==> config.mk <==
export PLATFORM = sky130hd
export DESIGN_NAME = fixed_array_list_engine_unit
export DESIGN_NICKNAME = d
export VERILOG_FILES = /design/src/sv/fxl_pkg.sv /design/src/sv/fxl_cell.sv /design/src/sv/fixed_array_list_engine_unit.sv
export SDC_FILE = /design/constraint.sdc
export NUM_CORES = 1
export LEC_CHECK = 0
export ABC_CLOCK_PERIOD_IN_PS = 18900
export BUFFER_PORTS_ARGS = -buffer_cell sky130_fd_sc_hd__buf_2
export CELL_PAD_IN_SITES_DETAIL_PLACEMENT = 2
export CELL_PAD_IN_SITES_GLOBAL_PLACEMENT = 2
export CORE_MARGIN = 5
export CORE_UTILIZATION = 35
export CTS_BUF_LIST = sky130_fd_sc_hd__clkbuf_4 sky130_fd_sc_hd__clkbuf_8
export DETAILED_ROUTE_END_ITERATION = 16
export PLACE_DENSITY = 0.65
export SLEW_MARGIN = 40
export SYNTH_ARGS = -nofsm -noshare
export SYNTH_HDL_FRONTEND = slang
export SYNTH_SLANG_ARGS = --single-unit
==> constraint.sdc <==
create_clock -name clk -period 18.9 [get_ports clk]
set_input_delay 0.945 -clock clk [delete_from_list [all_inputs] [get_ports clk]]
set_output_delay 0.945 -clock clk [all_outputs]
set_load 0.02 [all_outputs]
==> src/sv/fxl_pkg.sv <==
package fxl_pkg;

  // Default list depth
  localparam int unsigned DEPTH_DEF = 8;

  localparam int unsigned VALUE_W = 32;

  // Operation codes on the op port
  typedef enum logic [2:0] {
    OP_INS_FRONT = 3'd0,
    OP_INS_POS   = 3'd1,
    OP_APPEND    = 3'd2,
    OP_INS_SORT  = 3'd3,
    OP_REM_VALUE = 3'd4,
    OP_REM_FRONT = 3'd5,
    OP_REM_BACK  = 3'd6,
    OP_CLEAR     = 3'd7
  } op_t;

  // Result status codes
  typedef enum logic [2:0] {
    ST_OK       = 3'd0,
    ST_FULL     = 3'd1,
    ST_EMPTY    = 3'd2,
    ST_BADPOS   = 3'd3,
    ST_NOTFOUND = 3'd4
  } status_t;

  // What each cell does with its entry this cycle
  typedef enum logic [1:0] {
    KIND_HOLD,
    KIND_INSERT,
    KIND_REMOVE
  } kind_t;

  // How a cell decides it is the target of the operation
  typedef enum logic [1:0] {
    MODE_INDEX,
    MODE_GE,
    MODE_EQ
  } mode_t;

  // Command broadcast to every cell
  typedef struct packed {
    kind_t                     kind;
    mode_t                     mode;
    logic signed [VALUE_W-1:0] value;
  } cell_cmd_t;

endpackage

==> src/sv/fxl_cell.sv <==
module fxl_cell #(
  parameter int unsigned INDEX = 0,
  parameter int unsigned CW    = 4
) (
  input  logic                               clk,
  input  fxl_pkg::cell_cmd_t                 cmd,
  input  logic [CW-1:0]                      entry_count,
  input  logic [CW-1:0]                      target,
  input  logic signed [fxl_pkg::VALUE_W-1:0] left_entry,
  input  logic signed [fxl_pkg::VALUE_W-1:0] right_entry,
  input  logic                               prefix_in,
  output logic                               prefix_out,
  output logic signed [fxl_pkg::VALUE_W-1:0] entry
);

  localparam logic [CW-1:0] MY_IDX  = CW'(INDEX);
  localparam logic [CW-1:0] NXT_IDX = CW'(INDEX + 1);

  logic in_list;
  logic hit;
  logic at_target;

  // Local target detection, then hand the "seen" flag to the next cell
  always_comb begin
    in_list = MY_IDX < entry_count;
    unique case (cmd.mode)
      fxl_pkg::MODE_INDEX: hit = (MY_IDX == target);
      fxl_pkg::MODE_GE:    hit = (in_list && !(entry < cmd.value)) || (MY_IDX == entry_count);
      fxl_pkg::MODE_EQ:    hit = in_list && (entry == cmd.value);
      default:             hit = 1'b0;
    endcase
    prefix_out = prefix_in | hit;
    at_target  = hit & ~prefix_in;
  end

  // Entry update: take the new value, shift up from the left or down from the right
  always_ff @(posedge clk) begin
    unique case (cmd.kind)
      fxl_pkg::KIND_INSERT: begin
        if (at_target) begin
          entry <= cmd.value;
        end else if (prefix_in && (MY_IDX <= entry_count)) begin
          entry <= left_entry;
        end
      end
      fxl_pkg::KIND_REMOVE: begin
        if (prefix_out && (NXT_IDX < entry_count)) begin
          entry <= right_entry;
        end
      end
      default: begin
      end
    endcase
  end

endmodule

==> src/sv/fixed_array_list_engine_unit.sv <==
// Ordered list engine built as a row of entry cells.
// The command register holds each accepted command, the cell row executes it, and done
// and the result are then registered in the count and result registers.
// Throughput: one command per cycle; busy stays low, the next command may follow at once.
// The cell row compares, searches and shifts all entries within the execute cycle.
// Reset (rst, synchronous) empties the list and drops any pending result; the receiver
// cannot stall and must take each result in the one cycle done is high.
module fixed_array_list_engine_unit #(
  parameter int unsigned DEPTH = fxl_pkg::DEPTH_DEF
) (
  input  logic                               clk,
  input  logic                               rst,
  input  logic                               start,
  output logic                               busy,
  input  logic [2:0]                         op,
  input  logic signed [fxl_pkg::VALUE_W-1:0] value,
  input  logic [3:0]                         position,
  output logic                               done,
  output logic                               ok,
  output logic [2:0]                         status,
  output logic [3:0]                         count,
  output logic                               full_res,
  output logic                               empty_res
);

  localparam int unsigned CW = $clog2(DEPTH + 1);
  localparam int unsigned WW = CW + 4;
  localparam logic [CW-1:0] DEPTH_C = CW'(DEPTH);
  localparam logic [WW-1:0] LAST_W  = WW'(DEPTH - 1);

  // Registered command
  logic                               c_valid;
  fxl_pkg::op_t                       c_op;
  logic signed [fxl_pkg::VALUE_W-1:0] c_value;
  logic [3:0]                         c_pos;

  logic [CW-1:0] entry_count;
  logic [CW-1:0] entry_count_next;

  fxl_pkg::cell_cmd_t cmd;
  logic [CW-1:0]      target;
  fxl_pkg::status_t   st;
  logic               is_full;
  logic               is_empty;
  logic [WW-1:0]      pos_w;
  logic [WW-1:0]      cnt_w;
  logic [WW-1:0]      cnt_next_w;
  fxl_pkg::status_t   res_st;
  logic [CW-1:0]      res_count;

  logic signed [fxl_pkg::VALUE_W-1:0] entries [DEPTH];
  logic [DEPTH:0]                     prefix;

  assign busy = 1'b0;

  // Command register
  always_ff @(posedge clk) begin
    if (rst) begin
      c_valid <= 1'b0;
    end else begin
      c_valid <= start & ~busy;
    end
    if (start && !busy) begin
      c_op    <= fxl_pkg::op_t'(op);
      c_value <= value;
      c_pos   <= position;
    end
  end

  // Decode: cell command, target index, status and next count
  always_comb begin
    is_full          = entry_count >= DEPTH_C;
    is_empty         = entry_count == '0;
    pos_w            = WW'(c_pos);
    cnt_w            = WW'(entry_count);
    cmd.kind         = fxl_pkg::KIND_HOLD;
    cmd.mode         = fxl_pkg::MODE_INDEX;
    cmd.value        = c_value;
    target           = '0;
    st               = fxl_pkg::ST_OK;
    entry_count_next = entry_count;
    unique case (c_op)
      fxl_pkg::OP_INS_FRONT, fxl_pkg::OP_APPEND, fxl_pkg::OP_INS_SORT: begin
        if (is_full) begin
          st = fxl_pkg::ST_FULL;
        end else begin
          cmd.kind         = fxl_pkg::KIND_INSERT;
          entry_count_next = entry_count + 1'b1;
          if (c_op == fxl_pkg::OP_INS_SORT) begin
            cmd.mode = fxl_pkg::MODE_GE;
          end else if (c_op == fxl_pkg::OP_APPEND) begin
            target = entry_count;
          end
        end
      end
      fxl_pkg::OP_INS_POS: begin
        if (is_full) begin
          st = fxl_pkg::ST_FULL;
        end else if (pos_w > LAST_W) begin
          st = fxl_pkg::ST_BADPOS;
        end else begin
          cmd.kind         = fxl_pkg::KIND_INSERT;
          entry_count_next = entry_count + 1'b1;
          target           = (pos_w >= cnt_w) ? entry_count : pos_w[CW-1:0];
        end
      end
      fxl_pkg::OP_REM_VALUE: begin
        cmd.mode = fxl_pkg::MODE_EQ;
        if (is_empty) begin
          st = fxl_pkg::ST_EMPTY;
        end else begin
          // a miss is resolved below from the cell row's search
          cmd.kind         = fxl_pkg::KIND_REMOVE;
          entry_count_next = entry_count - 1'b1;
        end
      end
      fxl_pkg::OP_REM_FRONT, fxl_pkg::OP_REM_BACK: begin
        if (is_empty) begin
          st = fxl_pkg::ST_EMPTY;
        end else begin
          entry_count_next = entry_count - 1'b1;
          if (c_op == fxl_pkg::OP_REM_FRONT) begin
            cmd.kind = fxl_pkg::KIND_REMOVE;
          end
        end
      end
      fxl_pkg::OP_CLEAR: entry_count_next = '0;
      default: begin
      end
    endcase
    if (!c_valid) begin
      cmd.kind         = fxl_pkg::KIND_HOLD;
      entry_count_next = entry_count;
    end
  end

  // Remove by value: no matching cell means not found and no count change
  always_comb begin
    res_st    = st;
    res_count = entry_count_next;
    if ((c_op == fxl_pkg::OP_REM_VALUE) && !is_empty && !prefix[DEPTH]) begin
      res_st    = fxl_pkg::ST_NOTFOUND;
      res_count = entry_count;
    end
    cnt_next_w = WW'(res_count);
  end

  // Row of entry cells
  assign prefix[0] = 1'b0;

  for (genvar i = 0; i < DEPTH; i++) begin : g_cell
    logic signed [fxl_pkg::VALUE_W-1:0] left_e;
    logic signed [fxl_pkg::VALUE_W-1:0] right_e;

    if (i == 0) begin : g_first
      assign left_e = c_value;
    end else begin : g_mid_l
      assign left_e = entries[i-1];
    end

    if (i == DEPTH - 1) begin : g_last
      assign right_e = entries[i];
    end else begin : g_mid_r
      assign right_e = entries[i+1];
    end

    fxl_cell #(
      .INDEX (i),
      .CW    (CW)
    ) u_cell (
      .clk         (clk),
      .cmd         (cmd),
      .entry_count (entry_count),
      .target      (target),
      .left_entry  (left_e),
      .right_entry (right_e),
      .prefix_in   (prefix[i]),
      .prefix_out  (prefix[i+1]),
      .entry       (entries[i])
    );
  end

  // Count and result registers
  always_ff @(posedge clk) begin
    if (rst) begin
      entry_count <= '0;
      done        <= 1'b0;
    end else begin
      entry_count <= res_count;
      done        <= c_valid;
    end
    ok        <= (res_st == fxl_pkg::ST_OK);
    status    <= res_st;
    count     <= cnt_next_w[3:0];
    full_res  <= (res_count == DEPTH_C);
    empty_res <= (res_count == '0);
  end

  // Checks
  a_count_bound: assert property (@(posedge clk) disable iff (rst)
    entry_count <= DEPTH_C)
    else $error("entry count exceeds depth");

  a_ok_status: assert property (@(posedge clk) disable iff (rst)
    done |-> (ok == (status == fxl_pkg::ST_OK)))
    else $error("ok disagrees with status");

  a_flags_excl: assert property (@(posedge clk) disable iff (rst)
    done |-> !(full_res && empty_res))
    else $error("full and empty both set");

  a_fail_hold: assert property (@(posedge clk) disable iff (rst)
    (done && !ok) |-> (entry_count == $past(entry_count)))
    else $error("failed operation changed the count");

  a_done_follows: assert property (@(posedge clk) disable iff (rst)
    (start && !busy) |-> ##2 done)
    else $error("transfer did not produce a result");

endmodule
==> Yosys cells after proc, flatten, opt, wreduce, memory -nomap -nowiden <==
Index checks and enable logic that the tools add are counted.
{ "totals": {"regBits": 311, "mem_count": 0, "ram_bits": 0, "romBits": 0, "elab_cells": 252, "output_inout_bits": 12, "in_bits": 42, "latchBits": 0} }
{ "classes": {"mux": 67, "n_reduce_logical": 69, "n_mul": 0, "bitwise_logic": 21, "shifts": 0, "n_eq_ne": 48, "div_mod_pow": 0, "magnitude_cmp": 26, "addsub": 2} }
{ "ops": {"columns": ["op", "count"], "rows": [
  ["$mux 32", 22],
  ["$pmux 32 s2", 7],
  ["$eq 32x32->1", 8],
  ["$lt 32x32->1", 8],
  ["$mux 4", 12],
  ["$eq 3x4->1 const A", 8],
  ["$logic_and 1x1->1", 32],
  ["$pmux 1 s3", 8],
  ["$reduce_and 3->1", 7],
  ["$ne 3x1->1 const B", 6],
  ["$eq 2x4->1 const A", 4],
  ["$le 3x4->1 const A", 4],
  ["$lt 3x4->1 const A", 4],
  ["$ne 2x1->1 const B", 8],
  ["$pmux 4 s4", 1],
  ["$eq 3x3->1 const B", 4],
  ["$logic_not 4->1", 3],
  ["$mux 2", 6],
  ["$logic_not 1->1", 10],
  ["$mux 3", 3],
  ["$pmux 3 s3", 1],
  ["$eq 1x4->1 const A", 2],
  ["$le 2x4->1 const A", 2],
  ["$logic_or 1x1->1", 8],
  ["26 further kinds", 55]
]} }

==> Depth between registers and ports, before layout <==
Gate-level depths: netlist of run 1.
{ "depth": {"depth_word": 18, "ltp_mapped": 17} }

==> By module <==
Synthesis of run 1 repeated with hierarchy kept, for this count alone.
{ "unflattened": {"hier_cells": 2724, "hier_area_um2": 25132.9} }
{ "modules_own_cells": {"columns": ["mod", "instances", "cells_each", "area_each_um2"], "rows": [
  ["fxl_cell (g_cell[1].u_cell)", 1, 396, 3258.1],
  ["fxl_cell (g_cell[0].u_cell)", 1, 323, 3044.2],
  ["fxl_cell (g_cell[2].u_cell)", 1, 329, 2925.3],
  ["fxl_cell (g_cell[7].u_cell)", 1, 331, 2889.0],
  ["fxl_cell (g_cell[3].u_cell)", 1, 328, 2849.0],
  ["fxl_cell (g_cell[5].u_cell)", 1, 276, 2708.8],
  ["fxl_cell (g_cell[6].u_cell)", 1, 316, 2660.1],
  ["fxl_cell (g_cell[4].u_cell)", 1, 274, 2628.8],
  ["fixed_array_list_engine_unit", 1, 151, 2169.6]
]} }

==> Worst setup path after synthesis of run 1 <==
OpenSTA, ideal clock, no wires.
{ "synth_timing": {"path_kind": "register -> register", "from": "reg entry_count[2]", "to": "reg g_cell[6].u_cell.entry[0] (netlist name), enable pin", "slack_ns": 10.236, "arrival_time_ns": 8.069, "setup_time_ns": 0.594, "synth_period_minus_slack_ns": 8.664, "n_path_buf": 3, "path_stages_with_launch": 16, "required_time_ns": 18.306, "path_cell_list": "dfxtp_1 clkbuf_1 clkbuf_1 inv_1 ha_1 o21a_1 nor2_1 nor4_1 or3_1 a31oi_1 and3b_1 and4_1 buf_4 nand3_4 and4_1 a2111oi_0"} }
{ "synth_between": {"elab_chain_len": 16, "elab_cells_between_ends": 86, "cone_classes": "11 x order compare; 18 x eq/ne; 21 x mux; 8 x bitwise; 28 x reduce/logical"} }
{ "synth_lines": {"columns": ["element", "line_no", "source"], "rows": [
  ["start, declared", "fixed_array_list_engine_unit.sv:37", "logic [CW-1:0] entry_count;"],
  ["start signal, assigned", "fixed_array_list_engine_unit.sv:189", "entry_count <= res_count;"],
  ["$ge 4x4->1", "fixed_array_list_engine_unit.sv:104", "target = (pos_w >= cnt_w) ? entry_count : pos_w[CW-1:0];"],
  ["$mux 4", "fixed_array_list_engine_unit.sv:104", null],
  ["$mux 4", "fixed_array_list_engine_unit.sv:99", "end else if (pos_w > LAST_W) begin"],
  ["$mux 4", "fixed_array_list_engine_unit.sv:97", "if (is_full) begin"],
  ["$pmux 4 s2", "fixed_array_list_engine_unit.sv:82", "unique case (c_op)"],
  ["$eq 1x4->1 / $logic_not 4->1 (equally long branches)", "fxl_cell.sv:27", "fxl_pkg::MODE_INDEX: hit = (MY_IDX == target);"],
  ["$pmux 1 s3", "fxl_cell.sv:26", "unique case (cmd.mode)"],
  ["$or 1x1->1 (5 in a row)", "fxl_cell.sv:32", "prefix_out = prefix_in | hit;"],
  ["$not 1->1 / $or 1x1->1 (equally long branches)", "fxl_cell.sv:33, fxl_cell.sv:32", null],
  ["$and 1x1->1 / $logic_and 1x1->1 (equally long branches)", "fxl_cell.sv:33, fxl_cell.sv:47", null],
  ["$ne 3x1->1 (no line) / $ne 2x1->1 (equally long branches)", null, null],
  ["$reduce_and 3->1 (no line) *", null, null],
  ["end signal, assigned", "fxl_cell.sv:41", "entry <= cmd.value;"],
  ["end signal, assigned", "fxl_cell.sv:43", "entry <= left_entry;"],
  ["end signal, assigned", "fxl_cell.sv:48", "entry <= right_entry;"],
  ["end, declared", "fxl_cell.sv:13", "output logic signed [fxl_pkg::VALUE_W-1:0] entry"]
]} }
Mark *: on every way between the ends. The rest lies on a longest branch, timed or not.
A chain may end at the register's enable or synchronous reset.

==> Final worst setup path of run 1 <==
{ "layout_timing": {"from": "reg entry_count[3]", "to": "reg g_cell[5].u_cell.entry[25] (netlist name), data pin"} }
{ "layout_between": {"elab_chain_len": 15, "elab_cells_between_ends": 71, "cone_classes": "8 x order compare; 14 x eq/ne; 22 x mux; 6 x bitwise; 21 x reduce/logical"} }
{ "layout_lines": {"columns": ["element", "line_no", "source"], "rows": [
  ["$ge 4x4->1", "fixed_array_list_engine_unit.sv:104", null],
  ["$mux 4", "fixed_array_list_engine_unit.sv:104", null],
  ["$mux 4", "fixed_array_list_engine_unit.sv:99", null],
  ["$mux 4", "fixed_array_list_engine_unit.sv:97", null],
  ["$pmux 4 s2", "fixed_array_list_engine_unit.sv:82", null],
  ["$eq 1x4->1 / $logic_not 4->1 (equally long branches)", "fxl_cell.sv:27", null],
  ["$pmux 1 s3", "fxl_cell.sv:26", null],
  ["$or 1x1->1 (4 in a row)", "fxl_cell.sv:32", null],
  ["$not 1->1", "fxl_cell.sv:33", "at_target = hit & ~prefix_in;"],
  ["$and 1x1->1", "fxl_cell.sv:33", null],
  ["$mux 32", "fxl_cell.sv:40", "if (at_target) begin"],
  ["$pmux 32 s2 *", "fxl_cell.sv:38", "unique case (cmd.kind)"],
  ["end signal, assigned", "fxl_cell.sv:41", null],
  ["end signal, assigned", "fxl_cell.sv:43", null],
  ["end signal, assigned", "fxl_cell.sv:48", null],
  ["end, declared", "fxl_cell.sv:13", null]
]} }
Marked as above.

==> qor.txt, run 1 <==
Status - complete, no violations
Power Dens Cells - 78.5 nW/um^2
PortBufs - 52
Library cells used by synthesis - 76
Crit end category - register
Initial DRT Pass Iterations - 5
Post-synth top area cell - edfxtp_1
Ranking of synthesized cells by area - edfxtp_1, ha_1, mux2i_1
Startpoint types - register
Initial Util - 35.2%
Share of the synthesized area in the top cell type - 42.7%
Clock sinks - 311
Reg2reg path depth - 13
R2R Setup Slk - 13.22 ns
Drt wl/cell - 29.5 microns
Predominant post-synthesis flop cell - edfxtp_1
Io pins - 54
Clock Tree Root - clkbuf_8
Synthesized Nets - 2175
Cell Rows - 89
Clock-pin slew on the worst setup and hold paths - 0.06 ns
Worst EP required - 19.33 ns
Crit share post-route - 30.1%
Synthesis Warnings - 0
Critical-path maximum fanout - 20
Gp weighted congestion - 0.857
Half-perimeter wire length after placement - 57.2 mm
Post-CTS sizing - 0
# DRC - 0
Clk buf depth - 3
Setup TNS - 0 ns
Leak - 9.19 nW
CP arrival - 6.11 ns
Post-route ant nets - 0
Kind of critical path - register to register
Slowest cell delay on critical path - 0.67 ns
Fraction of layout cells with a size suffix above 1 - 12.4%
Vias in the first global route - 17983
Total track usage - 24.6%
Clock skew - 0.0339 ns
Vias after detailed routing - 16506
RR Endpoint - g_cell[5].u_cell.entry[25]$_DFFE_PP_
Gr ovfl total - 0
RSZ-0062 raised after global routing - false
Crit path time final - 5.68 ns
Post-Syn Instances - 1867
Worst hold slack - 0.421 ns
Synth async-reset ratio - 0%
TritonCTS Buffers - 60
Drt initial violations - 1141
CTS tree - yes
Global-route wire length before repair - 119 mm
HP Class - input port to register
Sequential share of the synthesized area - 44.2%
Maximum clock rate - 176 MHz
Max Cap Violations - 0
Die Ht - 254 microns
Die area - 64300 sq um
Nets@finish - 2226
H-tree levels - 2
Antenna violations before repair - 2
Post-synth top cells - edfxtp_1, ha_1, nand2_1
Cts hold-fix bufs - 0
Count leader, synth - edfxtp_1
Crit-path slowest cell - dfxtp_2
Post-synthesis area per instance - 11.1 sq um
Largest net degree at the start of global routing - 87
CP startpoint - entry_count[3]$_SDFF_PP0_
Crit-path most repeated cell - nor4_1
DIE WIDTH - 254 microns
Final setup fails - 0
# Post-CTS Setup Buffers - 0
Post-Syn Area - 20800 sq um
Worst R2R Start - entry_count[3]$_SDFF_PP0_
Final Hold Fails - 0
VDD IR-drop max - 55.8 uV
Clk Latency, worst-skew pair - 0.70 ns
Final Max Tran Viols - 0
Worst setup endpoint - g_cell[5].u_cell.entry[25]$_DFFE_PP_
Area of the core - 58900 sq um
WL final - 80.6 mm
Crit path cell chain - clkinv_1, ha_1, o21a_1, nor2_1, nor4_1, nor4_1, a31o_1, a211oi_1, o211a_2, nand3b_1, buf_4, and3_1, a221o_1
Worst slew margin - 41.8%
Slew @ Worst Pin - 0.866 ns
Synthesis-to-finish area growth - 11.5%
Seq cells post-synth - 311
Post-synth EDFFs - 295
DR vias/cell - 6.03
-- worst min-delay path by stage --
stage                  startpoint                   end  slack [ns]  depth (start not counted)
2_1_floorplan  c_valid$_SDFF_PP0_       done$_SDFF_PP0_        0.46                          2
3_3_place_gp   c_valid$_SDFF_PP0_       done$_SDFF_PP0_        0.55                          2
3_5_place_dp   c_valid$_SDFF_PP0_       done$_SDFF_PP0_        0.55                          2
4_1_cts                  value[1]  c_value[1]$_DFFE_PP_        0.37                          1
5_1_grt                  value[5]  c_value[5]$_DFFE_PP_        0.38                          1
6_report                 value[1]  c_value[1]$_DFFE_PP_        0.42                          1
-- worst max-delay path: cells and delay by family (launching register included) --
family | cells | cell delay (ns)
buffers and inverters | 2 | 0.98
adders and majority gates | 1 | 0.43
and+or+nand+nor | 5 | 1.56
DFF | 1 | 0.67
AOI/OAI and AO/OA | 5 | 1.71
-- cell type report --
cell class / count / area (sq um)
fillers: 6165 / 35700
clock inverters: 26 / 143
clock buffers: 82 / 1020
well taps: 773 / 967
inverters: 62 / 233
diodes: 1 / 2.50
repair buffers: 83 / 541
multi-input cells: 1400 / 11100
flip-flops and latches: 311 / 9180
-- flip-flops by register name, summed over array words and instances, names as in the netlist, 3 cells and up --
signal and flops:
c_op 3, c_pos 4, c_value 32, count 4, entry_count 4, g_cell.u_cell.entry 256
status 3
-- cell families (layout without fill, tap and decap cells) --
kind of cell / count (synthesis) / after routing / share of synthesized area [%]
AOI/OAI and AO/OA: 468 / 468 / 15.7
adders and majority gates: 266 / 266 / 16.0
other: 1 / 2 / 0.0181
xor gates and xnor gates: 5 / 5 / 0.211
buffers and inverters: 156 / 253 / 3.06
DFF: 311 / 311 / 44.2
and+or+nand+nor: 521 / 521 / 13.3
muxes: 139 / 139 / 7.47
-- metrics by stage --
step / util (%) / cells / setup slack, ns / total power, mW / area (sq um)
detailed placement: 37.3 / 2628 / 13.47 / 1.14 / 22000
floorplan: - / 1867 / 10.24 / 1.02 / 20800
global route: 39.3 / 2738 / 13.08 / 1.91 / 23200
CTS: 39.3 / 2736 / 13.42 / 1.84 / 23100
global placement: 37.2 / 2626 / 13.09 / 1.13 / 21900
finish: 39.3 / 2738 / 13.22 / 1.82 / 23200
-- layer usage --
metal | track usage [%] | up-vias | part of all wire [%]
li1 | - | 7405 | -
met1 | 32.5 | 8563 | 44
met5 | 0 | - | 0
met4 | 8.59 | 0 | 3.7
met2 | 40.8 | 392 | 47
met3 | 4.23 | 146 | 5.1
-- cells in the final DEF (no fill, tap or decap), drive strengths merged, types with 4 or more instances in the layout --
master,netlist,final
dfxtp,16,16
o211ai,8,8
edfxtp,295,295
nor3,21,21
nor2,74,74
clkinv,2,25
or3,6,6
xnor2,4,4
a2111oi,4,4
ha,266,266
o211a,4,4
a31oi,10,10
nor2b,18,18
buf,24,83
nand3,41,41
a211oi,16,16
a221oi,7,7
and3,42,42
o21ai,137,137
mux2i,102,102
nor4,14,14
a21oi,90,90
and4,12,12
mux2,37,37
o311a,4,4
inv,60,61
o21a,7,7
or4b,4,4
nor3b,62,62
a21o,54,54
nand2b,7,7
nand2,158,158
nand4,50,50
a221o,97,97
clkbuf,70,82
o31ai,4,4
-- report_power, final --
| group | internal, mW | switching (mW) | leakage [nW] | total (mW) |
|---|---|---|---|---|
| logic | 0.107 | 0.191 | 5.72 | 0.298 |
| registers | 0.796 | 0.0375 | 2.85 | 0.834 |
| clock network | 0.361 | 0.327 | 0.619 | 0.688 |
| total | 1.26 | 0.555 | 9.19 | 1.82 |
(Power assumes the default switching activity.)
==> run 2: changes to the inputs <==
- ABC_AREA: unset -> 1
- ABC_CLOCK_PERIOD_IN_PS: 18900 -> 5200
- PLACE_DENSITY: 0.65 -> 0.73
- clock period: 18.9 -> 5.2 ns (I/O delays scaled with it)
==> qor.txt, run 2 <==
Status - complete, no violations
Startpoint types - register
Final Hold Fails - 0 (unchanged)
Largest Register - g_cell.u_cell.entry
Worst path bufs/invs - 2 (unchanged)
# DRC - 0 (unchanged)
Number of diodes - 0 (-1)
Cell Rows - 89 (unchanged)
Predominant post-synthesis flop cell - edfxtp_1
Top delay family on crit path - simple AND/OR/NAND/NOR gates
Initial DRT Pass Iterations - 5 (unchanged)
Total track usage - 24.8% (+0.25 points)
Min-delay src - value[10]
Seq cells post-synth - 311 (unchanged)
Post-Syn Instances - 2399 (+28%)
Antenna violations before repair - 3 (+1)
RSZ-0062 raised after global routing - false
Gr ovfl total - 0 (unchanged)
Most frequent cells in the layout - nand2_1, edfxtp_1, o21ai_0
Final Core Density - 40.3% (+0.97 points)
Biggest regs - g_cell.u_cell.entry x256, c_value x32
Clock skew - 0.0330 ns (-0.000922 ns)
CP arrival - 5.33 ns (-0.78 ns)
H-tree levels - 2 (unchanged)
Post-synth top cells - nand2_1, edfxtp_1, o21ai_0
Clk buf depth - 3 (unchanged)
Final Max Tran Viols - 0 (unchanged)
VDD IR-drop max - 190 uV (+240%)
RR Endpoint - g_cell[6].u_cell.entry[1]$_DFFE_PP_
Fill count - 6602 (+7.1%)
Share of the synthesized area in the top cell type - 42.6% (-0.11 points)
Drt wl/cell - 24.6 microns (-17%)
Critical-path maximum fanout - 16 (-20%)
Worst Hold Depth - 2 (+1)
Die Ht - 254 microns (+0.12%)
Gp weighted congestion - 0.875 (+2.1%)
Synthesis Warnings - 0 (unchanged)
Post-synth EDFFs - 295 (unchanged)
Crit share post-route - 95.9% (+66 points)
Synthesized Nets - 2707 (+24%)
Drt initial violations - 1151 (+0.88%)
Half-perimeter wire length after placement - 57.2 mm (about the same)
# Post-CTS Setup Buffers - 0 (unchanged)
Multi-input logic area - 10400 sq um (-6.0%)
Nets@finish - 2802 (+26%)
Post-synth top area cell - edfxtp_1
PortBufs - 52 (unchanged)
Sequential fraction of design power - 44.3% (-1.5 points)
Hold Path End - c_value[10]$_DFFE_PP_
Count leader, synth - nand2_1
Crit end category - register
Max Cap Violations - 0 (unchanged)
Clk Latency, worst-skew pair - 0.71 ns (about the same)
Clock-pin slew on the worst setup and hold paths - 0.06 ns (about the same)
TritonCTS Buffers - 61 (+1.7%)
Vias in the first global route - 20291 (+13%)
Worst R2R Start - c_value[31]$_DFFE_PP_
Die area - 64500 sq um (+0.24%)
Sequential Area - 9180 sq um (about the same)
Kind of critical path - register to register
Library cells used by synthesis - 51 (-33%)
Switching Fraction - 30.8% (+0.31 points)
Post-Syn Area - 20800 sq um (+0.25%)
Final setup fails - 0 (unchanged)
CTS tree - yes
Worst slew margin - 44.6% (+2.7 points)
Sequential share of the synthesized area - 44.1% (-0.11 points)
Crit-path slowest cell - edfxtp_1
Synthesis-to-finish area growth - 14.2%
Crit path cell chain - inv_1, ha_1, nand2_1, nor2_1, nand4_1, nor4_4, nand2_1, nand3_1, nand3_1, a21oi_2, nand3_4, nor2_4, nand2_2, nor2_4, nor3_1, nor3_4, buf_4
Fraction of layout cells with a size suffix above 1 - 9.47% (-2.9 points)
HP Class - input port to register
Largest net degree at the start of global routing - 134 (+54%)
Crit path time final - 4.98 ns (-0.696 ns)
Post-synthesis area per instance - 8.68 sq um (-22%)
Synth async-reset ratio - 0% (unchanged)
Internal Pwr Total - 4.74 mW (+270%)
Worst EP required - 5.55 ns (-13.78 ns)
Post-route ant nets - 0 (unchanged)
Clock sinks - 311 (unchanged)
Reg2reg path depth - 17 (+4)
DR vias/cell - 5.55 (-7.9%)
R2R Setup Slk - 0.22 ns (-13.00 ns)
Net Sw Power - 2.11 mW (+280%)
Maximum clock rate - 201 MHz (+14%)
Clock Tree Root - clkbuf_8
Clock power share - 38.7% (+0.9 points)
Io pins - 54 (unchanged)
Number of flip-flops in the largest register - 256 (unchanged)
Ranking of synthesized cells by area - edfxtp_1, ha_1, nand2_1
Slew @ Worst Pin - 0.831 ns (-0.0345 ns)
Global-route wire length before repair - 123 mm (+3.8%)
WL final - 81.5 mm (+1.0%)
Setup TNS - 0 ns (unchanged)
Initial Util - 35.3% (about the same)
Leak - 10.1 nW (+10%)
Combinational Power Share - 17.1% (+0.7 points)
Vias after detailed routing - 18427 (+12%)
Slowest cell delay on critical path - 0.50 ns (-0.17 ns)
Power Dens Cells - 288 nW/um^2 (+270%)
DIE WIDTH - 254 microns (+0.12%)
Area of the core - 59000 sq um (+0.19%)
Commonest non-fill, non-tap cell in the layout - nand2_1
==> run 2: final cells by class <==
class                      instances  share of cell area, %
multi-input combinational       1736                   43.8
sequential                       311                   38.6
timing repair buffer             135                   4.31
inverter                         249                   3.96
clock inverter                    23                  0.658
clock buffer                      91                   4.64
tap                              773                   4.07
==> run 2: worst max path at each step <==
stage / start / endpoint / depth (start not counted)
after floorplan: entry_count[3]$_SDFF_PP0_ / g_cell[2].u_cell.entry[0]$_DFFE_PP_ / 16
after global placement: c_value[30]$_DFFE_PP_ / g_cell[6].u_cell.entry[0]$_DFFE_PP_ / 17
after detailed placement: c_value[30]$_DFFE_PP_ / g_cell[6].u_cell.entry[9]$_DFFE_PP_ / 17
after CTS: c_value[31]$_DFFE_PP_ / g_cell[6].u_cell.entry[1]$_DFFE_PP_ / 17
after global routing: c_value[31]$_DFFE_PP_ / g_cell[6].u_cell.entry[1]$_DFFE_PP_ / 17
final: c_value[31]$_DFFE_PP_ / g_cell[6].u_cell.entry[1]$_DFFE_PP_ / 17
==> run 2: power groups by stage <==
stage               registers [mW]  clock network, mW  logic, mW
floorplan                     3.04                  0      0.685
global placement              3.08                  0       1.07
detailed placement            3.08                  0       1.14
CTS                           3.03               2.72       1.17
global route                  3.05               2.83       1.30
finish                        3.03               2.65       1.17
==> run 2: worst reg2reg max path, cell delays in order, from the launching register on <==
cell,delay [ns]
edfxtp_1,0.50
inv_1,0.25
ha_1,0.45
nand2_1,0.14
nor2_1,0.33
nand4_1,0.30
nor4_4,0.47
nand2_1,0.17
nand3_1,0.10
nand3_1,0.09
a21oi_2,0.29
nand3_4,0.17
nor2_4,0.19
nand2_2,0.10
nor2_4,0.38
nor3_1,0.16
nor3_4,0.16
buf_4,0.37
==> run 2: metal layers <==
metal / global-route usage, % / share of wire, % / vias up
met2: 44.5 / 50 / 369
met5: 0 / 0 / -
met3: 2.79 / 3.6 / 149
met4: 7.69 / 3.2 / 0
li1: - / - / 8586
met1: 31.4 / 43 / 9323
==> run 2: through the flow <==
stage               power, mW  worst slack, ns  instance area (sq um)  std cells  hold WS (ns)
floorplan                3.72            0.156                  20800       2399         0.331
global placement         4.15           0.0303                  22100       3164         0.436
detailed placement       4.22            0.205                  22100       3164         0.439
CTS                      6.93            0.147                  23700       3318         0.204
global route             7.17            0.129                  23800       3318         0.245
finish                   6.85            0.216                  23800       3318         0.264
==> run 2: timing repair <==
item	4_1_cts	5_1_grt
setup endpoints to repair	0	19
endpoints found under the hold margin	45	0
resized for setup	0	2
hold buffers	40	0
==> run 2: cell families after synthesis <==
| family | Yosys count | share of synthesized area, % |
|---|---|---|
| adder cells (fa/ha/maj) | 266 | 16.0 |
| AND/OR/NAND/NOR | 784 | 15.8 |
| XOR/XNOR | 4 | 0.168 |
| other | 1 | 0.0180 |
| buffers and inverters | 352 | 6.67 |
| AO/OA/AOI/OAI | 681 | 17.3 |
| flip-flops | 311 | 44.1 |
==> run 3: changes to the inputs <==
- CORE_UTILIZATION: 35 -> 25
- PLACE_DENSITY: 0.73 -> 0.55
==> qor.txt, run 3 (synthesis gave the netlist of run 2 again) <==
Status - complete, no violations
Critical-path maximum fanout - 16 (unchanged)
Worst slew margin - 50.2% (+5.6 points)
Crit share post-route - 92.3% (-3.5 points)
Die Ht - 299 microns (+18%)
Biggest regs - g_cell.u_cell.entry x256, c_value x32
Cell Rows - 105 (+18%)
Largest Register - g_cell.u_cell.entry
Crit end category - register
Fill count - 9255 (+40%)
Commonest non-fill, non-tap cell in the layout - nand2_1
HP Class - input port to register
Clk Latency, worst-skew pair - 0.66 ns (-0.05 ns)
Final setup fails - 0 (unchanged)
TritonCTS Buffers - 69 (+13%)
Gr ovfl total - 0 (unchanged)
Startpoint types - register
Multi-input logic area - 10400 sq um (-0.16%)
Vias in the first global route - 20047 (-1.2%)
DR vias/cell - 4.99 (-10%)
Most frequent cells in the layout - nand2_1, edfxtp_1, o21ai_0
Antenna violations before repair - 5 (+2)
Fraction of layout cells with a size suffix above 1 - 9.81% (+0.34 points)
Gp weighted congestion - 0.811 (-7.3%)
Initial Util - 25.3% (-10 points)
Drt wl/cell - 23.5 microns (-4.2%)
Area of the core - 82400 sq um (+40%)
Drt initial violations - 659 (-43%)
CP arrival - 5.10 ns (-0.23 ns)
DIE WIDTH - 299 microns (+18%)
Leak - 10.2 nW (+1.1%)
CTS tree - yes
Setup TNS - 0 ns (unchanged)
Clock Tree Root - clkbuf_8
Sequential Area - 9180 sq um (unchanged)
Crit path time final - 4.80 ns (-0.183 ns)
Vias after detailed routing - 18115 (-1.7%)
Max Cap Violations - 0 (unchanged)
Clk buf depth - 3 (unchanged)
Kind of critical path - register to register
Total track usage - 18.8% (-6.0 points)
Clock-pin slew on the worst setup and hold paths - 0.06 ns (about the same)
Global-route wire length before repair - 128 mm (+4.0%)
Half-perimeter wire length after placement - 61.7 mm (+7.9%)
Post-route ant nets - 0 (unchanged)
Power Dens Cells - 285 nW/um^2 (-1.0%)
Worst EP required - 5.50 ns (-0.05 ns)
Maximum clock rate - 208 MHz (+3.8%)
WL final - 85.4 mm (+4.8%)
Slew @ Worst Pin - 0.744 ns (-0.0874 ns)
Clock skew - 0.0425 ns (+0.00950 ns)
Number of flip-flops in the largest register - 256 (unchanged)
Die area - 89100 sq um (+38%)
VDD IR-drop max - 149 uV (-21%)
Largest net degree at the start of global routing - 135 (+0.75%)
H-tree levels - 3 (+1)
PortBufs - 52 (unchanged)
# DRC - 0 (unchanged)
RSZ-0062 raised after global routing - false
Io pins - 54 (unchanged)
Clock sinks - 311 (unchanged)
Final Hold Fails - 0 (unchanged)
Tot Pwr - 6.96 mW (+1.6%)
Final Max Tran Viols - 0 (unchanged)
Nets@finish - 2818 (+0.57%)
Initial DRT Pass Iterations - 5 (unchanged)
Synthesis-to-finish area growth - 17.3%
run 3: through the flow:
stage	std cells	util (%)	hold slack [ns]	area [sq um]	worst slack (ns)
3_5_place_dp	3469	27.5	0.439	22700	0.0585
6_report	3630	29.6	0.159	24400	0.398
4_1_cts	3628	29.6	0.109	24400	0.0364
2_1_floorplan	2399	-	0.331	20800	0.156
5_1_grt	3629	29.6	0.123	24400	0.131
3_3_place_gp	3468	27.5	0.437	22600	0.247
run 3: critical path, cell delays in order (launching register included):
cell and delay [ns]:
edfxtp_1 0.45, inv_1 0.24, ha_1 0.51, nand2_1 0.15, nor2_1 0.36, nand4_1 0.33, nor4_2 0.41, buf_4 0.22
nand2_1 0.08, nand3_1 0.07, nand3_1 0.09, a21oi_2 0.29, nand3_4 0.16, nor2_4 0.18, nand2_2 0.10, nor2_4 0.14
nor3_1 0.09, nor3_4 0.18, buf_4 0.38
run 3: routing by layer:
layer	vias to the layer above	track usage [%]	share of wire, %
met3	133	2.77	3.2
met2	249	32.4	48
met5	-	0	0.023
li1	8621	-	-
met4	2	6.36	3.2
met1	9110	24.2	46
run 3: layout make-up:
class	instances	area share [%]
multi-input cells	1736	42.6
flip-flops and latches	311	37.6
well taps	1070	5.48
repair buffers	143	5.11
clock buffers	93	4.78
inverters	249	3.85
clock inverters	26	0.600
diodes	2	0.0205
run 3: final timing paths:
check / start / to / slack, ns / depth (start not counted)
worst min-delay path: start / c_value[0]$_DFFE_PP_ / 0.16 / 2
worst max register to register: c_value[31]$_DFFE_PP_ / g_cell[6].u_cell.entry[28]$_DFFE_PP_ / 0.40 / 18
worst max-delay path: c_value[31]$_DFFE_PP_ / g_cell[6].u_cell.entry[28]$_DFFE_PP_ / 0.40 / 18
worst min register to register: g_cell[7].u_cell.entry[21]$_DFFE_PP_ / g_cell[6].u_cell.entry[21]$_DFFE_PP_ / 0.58 / 2
run 3: what timing repair did:
item,in CTS,in global routing
hold buffers,40,0
setup buffers,0,0
setup endpoints to repair,0,39
resized for setup,0,2
hold endpoints to repair,45,0
run 3: power by group:
part	total (mW)	switching, mW	internal (mW)
clock network	2.77	1.27	1.50
registers	3.03	0.125	2.91
logic	1.16	0.767	0.390
